## src/design/mmec_pkg.sv

```systemverilog
// shared types, constants and code functions for the error check engine
`default_nettype none

package mmec_pkg;

  localparam int unsigned ByteW   = 8;
  localparam int unsigned CrcW    = 16;
  localparam int unsigned CodeW   = 32;
  localparam int unsigned MethodW = 3;
  localparam int unsigned HamW    = 3;

  localparam logic [CrcW-1:0] CrcStart = 16'hFFFF;
  localparam logic [CrcW-1:0] CrcPoly  = 16'hA001;

  typedef enum logic [MethodW-1:0] {
    METH_PARITY  = 3'd0,
    METH_XOR     = 3'd1,
    METH_CRC16   = 3'd2,
    METH_HAMMING = 3'd3,
    METH_SUM     = 3'd4
  } check_method_e;

  typedef struct packed {
    logic [CodeW-1:0] code;
    logic             match;
  } mmec_result_t;

  // one byte through the reflected crc-16 register, lsb first
  function automatic logic [CrcW-1:0] crc_update(input logic [CrcW-1:0] crc,
                                                 input logic [ByteW-1:0] data);
    logic [CrcW-1:0] c;
    c = crc ^ {{(CrcW-ByteW){1'b0}}, data};
    for (int k = 0; k < ByteW; k++) begin
      if (c[0]) begin
        c = (c >> 1) ^ CrcPoly;
      end else begin
        c = c >> 1;
      end
    end
    return c;
  endfunction

  // p1,p2,p4 over the low nibble, p1 in the top bit
  function automatic logic [HamW-1:0] hamming_bits(input logic [3:0] d);
    logic p1;
    logic p2;
    logic p4;
    p1 = d[0] ^ d[1] ^ d[3];
    p2 = d[0] ^ d[2] ^ d[3];
    p4 = d[1] ^ d[2] ^ d[3];
    return {p1, p2, p4};
  endfunction

endpackage

`default_nettype wire

```

## src/design/mmec_accum.sv

```systemverilog
// message accumulators and code selection for the error check engine
`default_nettype none

module mmec_accum (
  input  wire logic                          clk_i,
  input  wire logic                          rst_ni,
  input  wire logic                          en_i,
  input  wire logic [mmec_pkg::ByteW-1:0]    data_byte_i,
  input  wire logic                          last_byte_i,
  input  wire logic [mmec_pkg::CodeW-1:0]    expected_code_i,
  input  wire logic [mmec_pkg::MethodW-1:0]  check_method_i,
  output mmec_pkg::mmec_result_t             result_o
);
  import mmec_pkg::*;

  logic [CrcW-1:0]  crc_q, crc_d, crc_upd;
  logic [ByteW-1:0] xor_q, xor_d, xor_upd;
  logic             par_q, par_d, par_upd;
  logic [CodeW-1:0] sum_q, sum_d, sum_upd;
  logic [CodeW-1:0] code;
  logic             valid_method;

  assign crc_upd = crc_update(crc_q, data_byte_i);
  assign xor_upd = xor_q ^ data_byte_i;
  assign par_upd = par_q ^ (^data_byte_i);
  assign sum_upd = sum_q + {{(CodeW-ByteW){1'b0}}, data_byte_i};

  always_comb begin
    crc_d = crc_q;
    xor_d = xor_q;
    par_d = par_q;
    sum_d = sum_q;
    if (en_i) begin
      if (last_byte_i) begin
        crc_d = CrcStart;
        xor_d = '0;
        par_d = 1'b0;
        sum_d = '0;
      end else begin
        crc_d = crc_upd;
        xor_d = xor_upd;
        par_d = par_upd;
        sum_d = sum_upd;
      end
    end
  end

  always_ff @(posedge clk_i or negedge rst_ni) begin
    if (!rst_ni) begin
      crc_q <= CrcStart;
      xor_q <= '0;
      par_q <= 1'b0;
      sum_q <= '0;
    end else begin
      crc_q <= crc_d;
      xor_q <= xor_d;
      par_q <= par_d;
      sum_q <= sum_d;
    end
  end

  // code covers the final byte as well
  always_comb begin
    code         = '0;
    valid_method = 1'b1;
    unique case (check_method_i)
      METH_PARITY:  code = {{(CodeW-1){1'b0}}, par_upd};
      METH_XOR:     code = {{(CodeW-ByteW){1'b0}}, xor_upd};
      METH_CRC16:   code = {{(CodeW-CrcW){1'b0}}, crc_upd};
      METH_HAMMING: code = {{(CodeW-HamW){1'b0}}, hamming_bits(xor_upd[3:0])};
      METH_SUM:     code = sum_upd;
      default:      valid_method = 1'b0;
    endcase
  end

  assign result_o.code  = code;
  assign result_o.match = valid_method && (code == expected_code_i);

endmodule

`default_nettype wire

```

## src/design/multi_method_error_check_engine_unit.sv

```systemverilog
// top level of the multi-method error check engine
`default_nettype none

// Takes a message one byte per transaction, the final byte marked by tlast,
// and keeps running bit parity, byte xor, crc-16/modbus and a 32-bit byte sum.
// On the final byte it emits one result transaction carrying the code picked
// by check_method (0 parity, 1 xor, 2 crc16, 3 hamming bits of the xor low
// nibble, 4 sum) and a match flag against the expected code sent with that
// byte; unused methods give code 0 and no match. Other bytes give no result.
// One byte per cycle is sustained while results are taken: an input register
// feeds the accumulator and compare logic into an output register, and a
// result is offered from the output register once its final byte moves on
// from the input register. A final byte waits in the input register only
// while the previous result is still unaccepted, which holds off further
// input. Write check_method only while no message is in flight.
module multi_method_error_check_engine_unit (
  input  wire logic        clk_i,
  input  wire logic        rst_ni,
  input  wire logic        cfg_we_i,
  input  wire logic [2:0]  cfg_wdata_i,
  input  wire logic        s_axis_tvalid_i,
  output      logic        s_axis_tready_o,
  input  wire logic [39:0] s_axis_tdata_i,  // data_byte[7:0], expected_code[39:8]
  input  wire logic        s_axis_tlast_i,  // last_byte
  output      logic        m_axis_tvalid_o,
  input  wire logic        m_axis_tready_i,
  output      logic [31:0] m_axis_tdata_o,  // code_value[31:0]
  output      logic [0:0]  m_axis_tuser_o   // code_matches[0]
);
  import mmec_pkg::*;

  logic [MethodW-1:0] method_q;

  logic             in_valid_q, in_valid_d;
  logic [ByteW-1:0] in_byte_q;
  logic             in_last_q;
  logic [CodeW-1:0] in_exp_q;

  logic             out_valid_q, out_valid_d;
  logic [CodeW-1:0] out_code_q;
  logic             out_match_q;

  logic         advance;
  logic         in_take;
  logic         out_load;
  mmec_result_t result;

  always_ff @(posedge clk_i or negedge rst_ni) begin
    if (!rst_ni) begin
      method_q <= METH_PARITY;
    end else if (cfg_we_i) begin
      method_q <= cfg_wdata_i;
    end
  end

  // a non-final byte never needs the output slot
  assign advance  = in_valid_q && (!in_last_q || !out_valid_q || m_axis_tready_i);
  assign out_load = advance && in_last_q;
  assign s_axis_tready_o = !in_valid_q || advance;
  assign in_take  = s_axis_tvalid_i && s_axis_tready_o;

  always_comb begin
    in_valid_d = in_valid_q;
    if (in_take) begin
      in_valid_d = 1'b1;
    end else if (advance) begin
      in_valid_d = 1'b0;
    end
  end

  always_comb begin
    out_valid_d = out_valid_q;
    if (out_load) begin
      out_valid_d = 1'b1;
    end else if (m_axis_tready_i) begin
      out_valid_d = 1'b0;
    end
  end

  always_ff @(posedge clk_i or negedge rst_ni) begin
    if (!rst_ni) begin
      in_valid_q  <= 1'b0;
      out_valid_q <= 1'b0;
    end else begin
      in_valid_q  <= in_valid_d;
      out_valid_q <= out_valid_d;
    end
  end

  always_ff @(posedge clk_i) begin
    if (in_take) begin
      in_byte_q <= s_axis_tdata_i[ByteW-1:0];
      in_exp_q  <= s_axis_tdata_i[ByteW +: CodeW];
      in_last_q <= s_axis_tlast_i;
    end
    if (out_load) begin
      out_code_q  <= result.code;
      out_match_q <= result.match;
    end
  end

  mmec_accum u_accum (
    .clk_i           (clk_i),
    .rst_ni          (rst_ni),
    .en_i            (advance),
    .data_byte_i     (in_byte_q),
    .last_byte_i     (in_last_q),
    .expected_code_i (in_exp_q),
    .check_method_i  (method_q),
    .result_o        (result)
  );

  assign m_axis_tvalid_o = out_valid_q;
  assign m_axis_tdata_o  = out_code_q;
  assign m_axis_tuser_o  = out_match_q;

endmodule

`default_nettype wire

```

## config.mk

```make
export PLATFORM = sky130hd
export DESIGN_NAME = multi_method_error_check_engine_unit
export DESIGN_NICKNAME = d
export VERILOG_FILES = /design/src/design/mmec_pkg.sv /design/src/design/mmec_accum.sv /design/src/design/multi_method_error_check_engine_unit.sv
export SDC_FILE = /design/constraint.sdc
export NUM_CORES = 1
export LEC_CHECK = 0
export ABC_CLOCK_PERIOD_IN_PS = 4210
export BUFFER_PORTS_ARGS = -buffer_cell sky130_fd_sc_hd__buf_2
export CAP_MARGIN = 10
export CORE_MARGIN = 2
export CORE_UTILIZATION = 57
export CTS_CLUSTER_SIZE = 8
export DETAILED_ROUTE_END_ITERATION = 12
export PLACE_DENSITY = 0.86
export SLEW_MARGIN = 30
export SYNTH_ARGS = -nofsm -noshare
export SYNTH_HDL_FRONTEND = slang
export SYNTH_HIERARCHICAL = 1
export SYNTH_SLANG_ARGS = --single-unit
```

## constraint.sdc

```tcl
create_clock -name clk_i -period 4.21 [get_ports clk_i]
set_input_delay 0.2105 -clock clk_i [delete_from_list [all_inputs] [get_ports clk_i]]
set_output_delay 0.2105 -clock clk_i [all_outputs]
set_load 0.01 [all_outputs]
```

# Word-level counts from Yosys, hierarchy flattened
# Cells that the tools add are included.
[classes]
muxes = 18
bitwise_logic = 17
n_eq_ne = 5
n_reduce_logical = 15
addsub = 1
[ops]
columns = ["operator", "count"]
rows = [
  ["one-hot mux 32 bit (5 select lines)", 1],
  ["two-way mux 16 bit", 9],
  ["adder 32 x 8 -> 32 bit", 1],
  ["== test 32 bit", 1],
  ["two-way mux 32 bit", 1],
  ["inverter 2 -> 3 bit", 8],
  ["XOR 16 x 8 -> 16 bit", 1],
  ["two-way mux 8 bit", 1],
  ["parity 8 bit", 1],
  ["XOR 8 bit", 1],
  ["XOR 1 bit", 7],
  ["== test 3 x 2 -> 1 bit, second input constant", 2],
  ["two-way mux 1 bit", 6],
  ["OR reduction 5 bit", 1],
  ["logical AND 1 bit", 4],
  ["nonzero test 2 bit", 2],
  ["== test 3 x 1 -> 1 bit, second input constant", 1],
  ["== test 3 bit, second input constant", 1],
  ["logical NOT 1 bit", 3],
  ["logical NOT 3 bit", 1],
  ["logical OR 1 bit", 3],
]
[word_totals]
regBits = 136
in_bits = 49
word_cells = 68
out_inout_bits = 35

# Logic depth before layout (Yosys ltp)
[logic_depth]
word_depth = 20
ltp_mapped = 12
ltp_nobuf = 11

# Hierarchy
# The synthesis kept the hierarchy.
[modules_own_cells]
columns = ["mod", "cells_per_inst", "seq_area_each_um2", "area_each_um2", "instances"]
rows = [
  ["mmec_accum", 581, 1446.4, 4750.8, 1],
  ["multi_method_error_check_engine_unit", 90, 2347.3, 2448.6, 1],
]

# Worst setup path before layout
# No wires, ideal clock.
[synth_path]
path_type = "reg-to-reg"
start = "register in_byte_q[5]"
end = "register out_match_q, in the netlist m_axis_tuser_o (data pin)"
period_less_slack_ns = 3.259
n_path_buf = 0
setup_ns = 0.170
path_stages_with_launch = 11
t_required_ns = 4.040
arrival_time_ns = 3.089
slack_ns = 0.951
cell_sequence = "edfxtp_1 -> ha_1 -> a21oi_1 -> o21ai_0 -> nor2_1 -> nor4b_2 -> xnor2_1 -> o32ai_1 -> or4_1 -> or4_1 -> nor4_2"
[synth_rtl]
columns = ["element", "line", "rtl"]
rows = [
  ["start, declared", "multi_method_error_check_engine_unit.sv:35", "logic [ByteW-1:0] in_byte_q;"],
  ["start signal, assigned", "multi_method_error_check_engine_unit.sv:92", "in_byte_q <= s_axis_tdata_i[ByteW-1:0];"],
  ["end signal, assigned", "multi_method_error_check_engine_unit.sv:98", "out_match_q <= result.match;"],
  ["end, declared", "multi_method_error_check_engine_unit.sv:41", "logic out_match_q;"],
]

==> flow_metrics.tcl <==
set metrics [dict create \
    postSynthCellCount 671 \
    fin_crit_sh_pct 91.2 \
    min-delay-start "cfg_wdata_i[2]" \
    rr_worst_depth 11 \
    critical_path_depth 11 \
    crit-reg2reg-capture "m_axis_tuser_o$_DFFE_PP_" \
    cp_data_arrival_time_ns 4.10 \
    criticalPathCategory "register to register" \
    clk_pin_slew_ns 0.06 \
    r2r_setup_slack_ns 0.37 \
    timing.setup.tns_ns 0 \
    cts_inserted_buffers 17 \
    area_growth_syn_to_layout_pct 22.6 \
    transition_at_the_pin_with_the_smallest_max_transition_slack_ns 0.987 \
    synth_top_cells_by_area "sky130_fd_sc_hd__edfxtp_1 (31%), sky130_fd_sc_hd__dfrtp_1 (16%), sky130_fd_sc_hd__xnor2_1 (6.4%), sky130_fd_sc_hd__dfstp_2 (5.8%), sky130_fd_sc_hd__nand2_1 (3.9%)" \
    rsz0062_at_grt "no" \
    num_io_pins 84 \
    critPathMaxFanout 7 \
    postSynthAreaPerCell_um2 10.7 \
    largest_net_degree_at_the_start_of_global_routing 63 \
    worst_reg2reg_path_startpoint "in_byte_q[0]$_DFFE_PP_" \
    route.vias.total 6184 \
    instances_no_fill 988 \
    report.final.setup_viol 0 \
    remaining_drc_errors 0 \
    clkLatencyLatePin_ns 0.43 \
    ant_nets 0 \
    cellPowerDensity_nw_per_um2 504 \
    worstHoldPathCells 2 \
    finalNetCount 861 \
    routabilityCongestion 1.01 \
    synth-warning-count 6 \
    mostFrequentLayoutCells "sky130_fd_sc_hd__buf_2 (83), sky130_fd_sc_hd__nand2_1 (74), sky130_fd_sc_hd__edfxtp_1 (74), sky130_fd_sc_hd__xnor2_1 (53), sky130_fd_sc_hd__nor2_1 (49)" \
    viasPerCell 6.26 \
    timing.fmax_mhz 261 \
    tritoncts "built" \
    clockBufferDepth 2 \
    synth.yosys.seq_area_share_pct 52.7 \
    synthesis.area_um2 7200 \
    total_leakage_power_nw 3.45 \
    number_of_buffers_inserted_to_repair_setup_after_cts 0 \
    yosysUniqueCellTypes 72 \
    postSynthNetCount 729 \
    dieHeight_um 116 \
    wl_per_cell_um 20.9 \
    antenna_found_initial 0 \
    port_buffers 83 \
    netlist.area_leader.share_pct 30.9 \
    post-place-ws_ns 0.398 \
    worst_setup_path_end_kind "register" \
    timing_hold_violations_final 0 \
    ys_seq_elements 136 \
    path_cells "ha_1, fa_1, nand3_1, a21oi_1, o211ai_1, xor2_1, or3_1, nand4_1, or4_1, or4_1, nor4_2" \
    critical_path.max_stage_delay_ns 0.57 \
    gr-total-overflow 0 \
    crit_required_ns 4.47 \
    cp_num_buf_inv 0 \
    detail_route.first_pass.iterations 8 \
    crit_family "simple AND/OR/NAND/NOR gates" \
    drtIter0Drc 841 \
    routed_wl_um 20700 \
    min_delay_worst_endpoint "method_q[2]$_DFFE_PN0P_" \
    num_antenna_cells 0 \
    startpoint_type "register" \
    drive_gt1_share_pct 19.1 \
    async_flop_share_pct 45.6 \
    period_minus_slack_ns 3.84 \
    die-area_um2 13500 \
    synth_largest_area_cell "sky130_fd_sc_hd__edfxtp_1" \
    synth_enable_flop_cells 74 \
    setup_slack_ns 0.372 \
    dp.final_hpwl_um 14100 \
    max_capacitance_violation_count 0 \
    final_core_util_pct 70.8 \
    cts_sinks 136 \
    worst_hold_path_type "primary input to register" \
    layout.cells.most_common "sky130_fd_sc_hd__buf_2" \
    fp-row-count 41 \
    cell_with_the_largest_stage_delay_on_the_worst_path "sky130_fd_sc_hd__or4_1" \
    finalClockSkew_ns 0.00517 \
    die_width_um 116 \
    start_util_pct 57.8 \
    slew_viol_final 0 \
    vias_in_the_first_global_route 6114 \
    grt_first_pass_wirelength_um 31600 \
    grt.total_usage_pct 31.4 \
    ctsRootBufferMaster "sky130_fd_sc_hd__clkbuf_16" \
    numPlacedInstances 910 \
    critPathLaunch "in_byte_q[0]$_DFFE_PP_" \
    status "complete, no violations" \
    ys_dominant_reg_cell "sky130_fd_sc_hd__edfxtp_1" \
    slew_headroom_pct 34.1 \
    core-area_um2 12500 \
    h-tree-depth 4 \
    vdd.ir_drop.worst_uv 396 \
    path_common_cell "sky130_fd_sc_hd__or4_1" \
]
==> cell usage after synthesis, types with 4 or more instances <==
cell type,number
sky130_fd_sc_hd__a21o_1,6
sky130_fd_sc_hd__a21oi_1,37
sky130_fd_sc_hd__a22oi_1,6
sky130_fd_sc_hd__and2_1,4
sky130_fd_sc_hd__and3_1,5
sky130_fd_sc_hd__buf_2,4
sky130_fd_sc_hd__clkbuf_1,21
sky130_fd_sc_hd__dfrtp_1,46
sky130_fd_sc_hd__dfstp_2,16
sky130_fd_sc_hd__edfxtp_1,74
sky130_fd_sc_hd__ha_1,8
sky130_fd_sc_hd__inv_1,14
sky130_fd_sc_hd__mux2i_1,9
sky130_fd_sc_hd__nand2_1,74
sky130_fd_sc_hd__nand2b_1,5
sky130_fd_sc_hd__nand3_1,19
sky130_fd_sc_hd__nand4_1,13
sky130_fd_sc_hd__nor2_1,51
sky130_fd_sc_hd__nor2b_1,6
sky130_fd_sc_hd__nor3_1,9
sky130_fd_sc_hd__o211ai_1,10
sky130_fd_sc_hd__o21ai_0,49
sky130_fd_sc_hd__o22a_1,8
sky130_fd_sc_hd__o2bb2ai_1,9
sky130_fd_sc_hd__o31ai_1,12
sky130_fd_sc_hd__or3_1,8
sky130_fd_sc_hd__xnor2_1,53
sky130_fd_sc_hd__xnor2_2,5
sky130_fd_sc_hd__xor2_1,27
==> registers in the layout, summed over array words and instances (netlist names) <==
| register | flops |
|---|---|
| in_exp_q | 32 |
| m_axis_tdata_o | 32 |
| u_accum/sum_q | 32 |
| u_accum/crc_q | 16 |
| in_byte_q | 8 |
| u_accum/xor_q | 8 |
| method_q | 3 |
| in_last_q | 1 |
| in_valid_q | 1 |
| m_axis_tuser_o | 1 |
| m_axis_tvalid_o | 1 |
| u_accum/par_q | 1 |
==> per-stage QoR <==
stage / hold WS (ns) / total power, W / cell area (µm²)
2_1_floorplan: -0.0851 / 0.00262 / 7200
3_3_place_gp: 0.387 / 0.00298 / 7820
3_5_place_dp: 0.389 / 0.00302 / 7820
4_1_cts: 0.00964 / 0.00441 / 8790
5_1_grt: 0.0173 / 0.00461 / 8820
6_report: 0.0214 / 0.00445 / 8820
==> layer usage <==
layer / wire length (µm) / vias to the layer above / GRT usage [%]
met2: 10300 / 417 / 53.9
met1: 7740 / 2956 / 37.6
li1: - / 2721 / -
met5: 0 / - / 0
met4: 939 / 0 / 15.7
met3: 1710 / 90 / 6.59
==> kinds of logic after synthesis <==
family / share of synthesized area (%)
compound gates: 15.8
xor+xnor: 11.5
fa+ha+maj: 1.67
buf+inv: 2.33
flops: 52.7
mux: 1.72
simple gates: 14.3
==> report_power, final <==
group | switching (W) | total (W) | internal [W] | leakage [nW]
sequential | 0.000144 | 0.00175 | 0.00161 | 1.49
clock | 0.000551 | 0.00135 | 0.000802 | 0.259
combinational | 0.000801 | 0.00134 | 0.000540 | 1.71
total | 0.00150 | 0.00445 | 0.00295 | 3.45
==> layout make-up <==
type	instances	area, µm²
multi-input combinational	492	3250
inverter	15	56.3
clock inverter	10	80.1
clock buffer	22	444
tap	172	215
fill	849	3640
sequential	136	3790
timing repair buffer	141	983
==> what timing repair did <==
item | in CTS | in global routing
gates resized for setup | 0 | 1
setup endpoints to repair | 0 | 1
endpoints found under the hold margin | 49 | 0
hold buffers | 45 | 0
==> worst max path at each step <==
stage | slack, ns | end
2_1_floorplan | 0.95 | m_axis_tuser_o$_DFFE_PP_
3_3_place_gp | 0.56 | m_axis_tuser_o$_DFFE_PP_
3_5_place_dp | 0.40 | m_axis_tuser_o$_DFFE_PP_
4_1_cts | 0.37 | m_axis_tuser_o$_DFFE_PP_
5_1_grt | 0.12 | m_axis_tuser_o$_DFFE_PP_
6_report | 0.37 | m_axis_tuser_o$_DFFE_PP_
(Power assumes the default switching activity.)
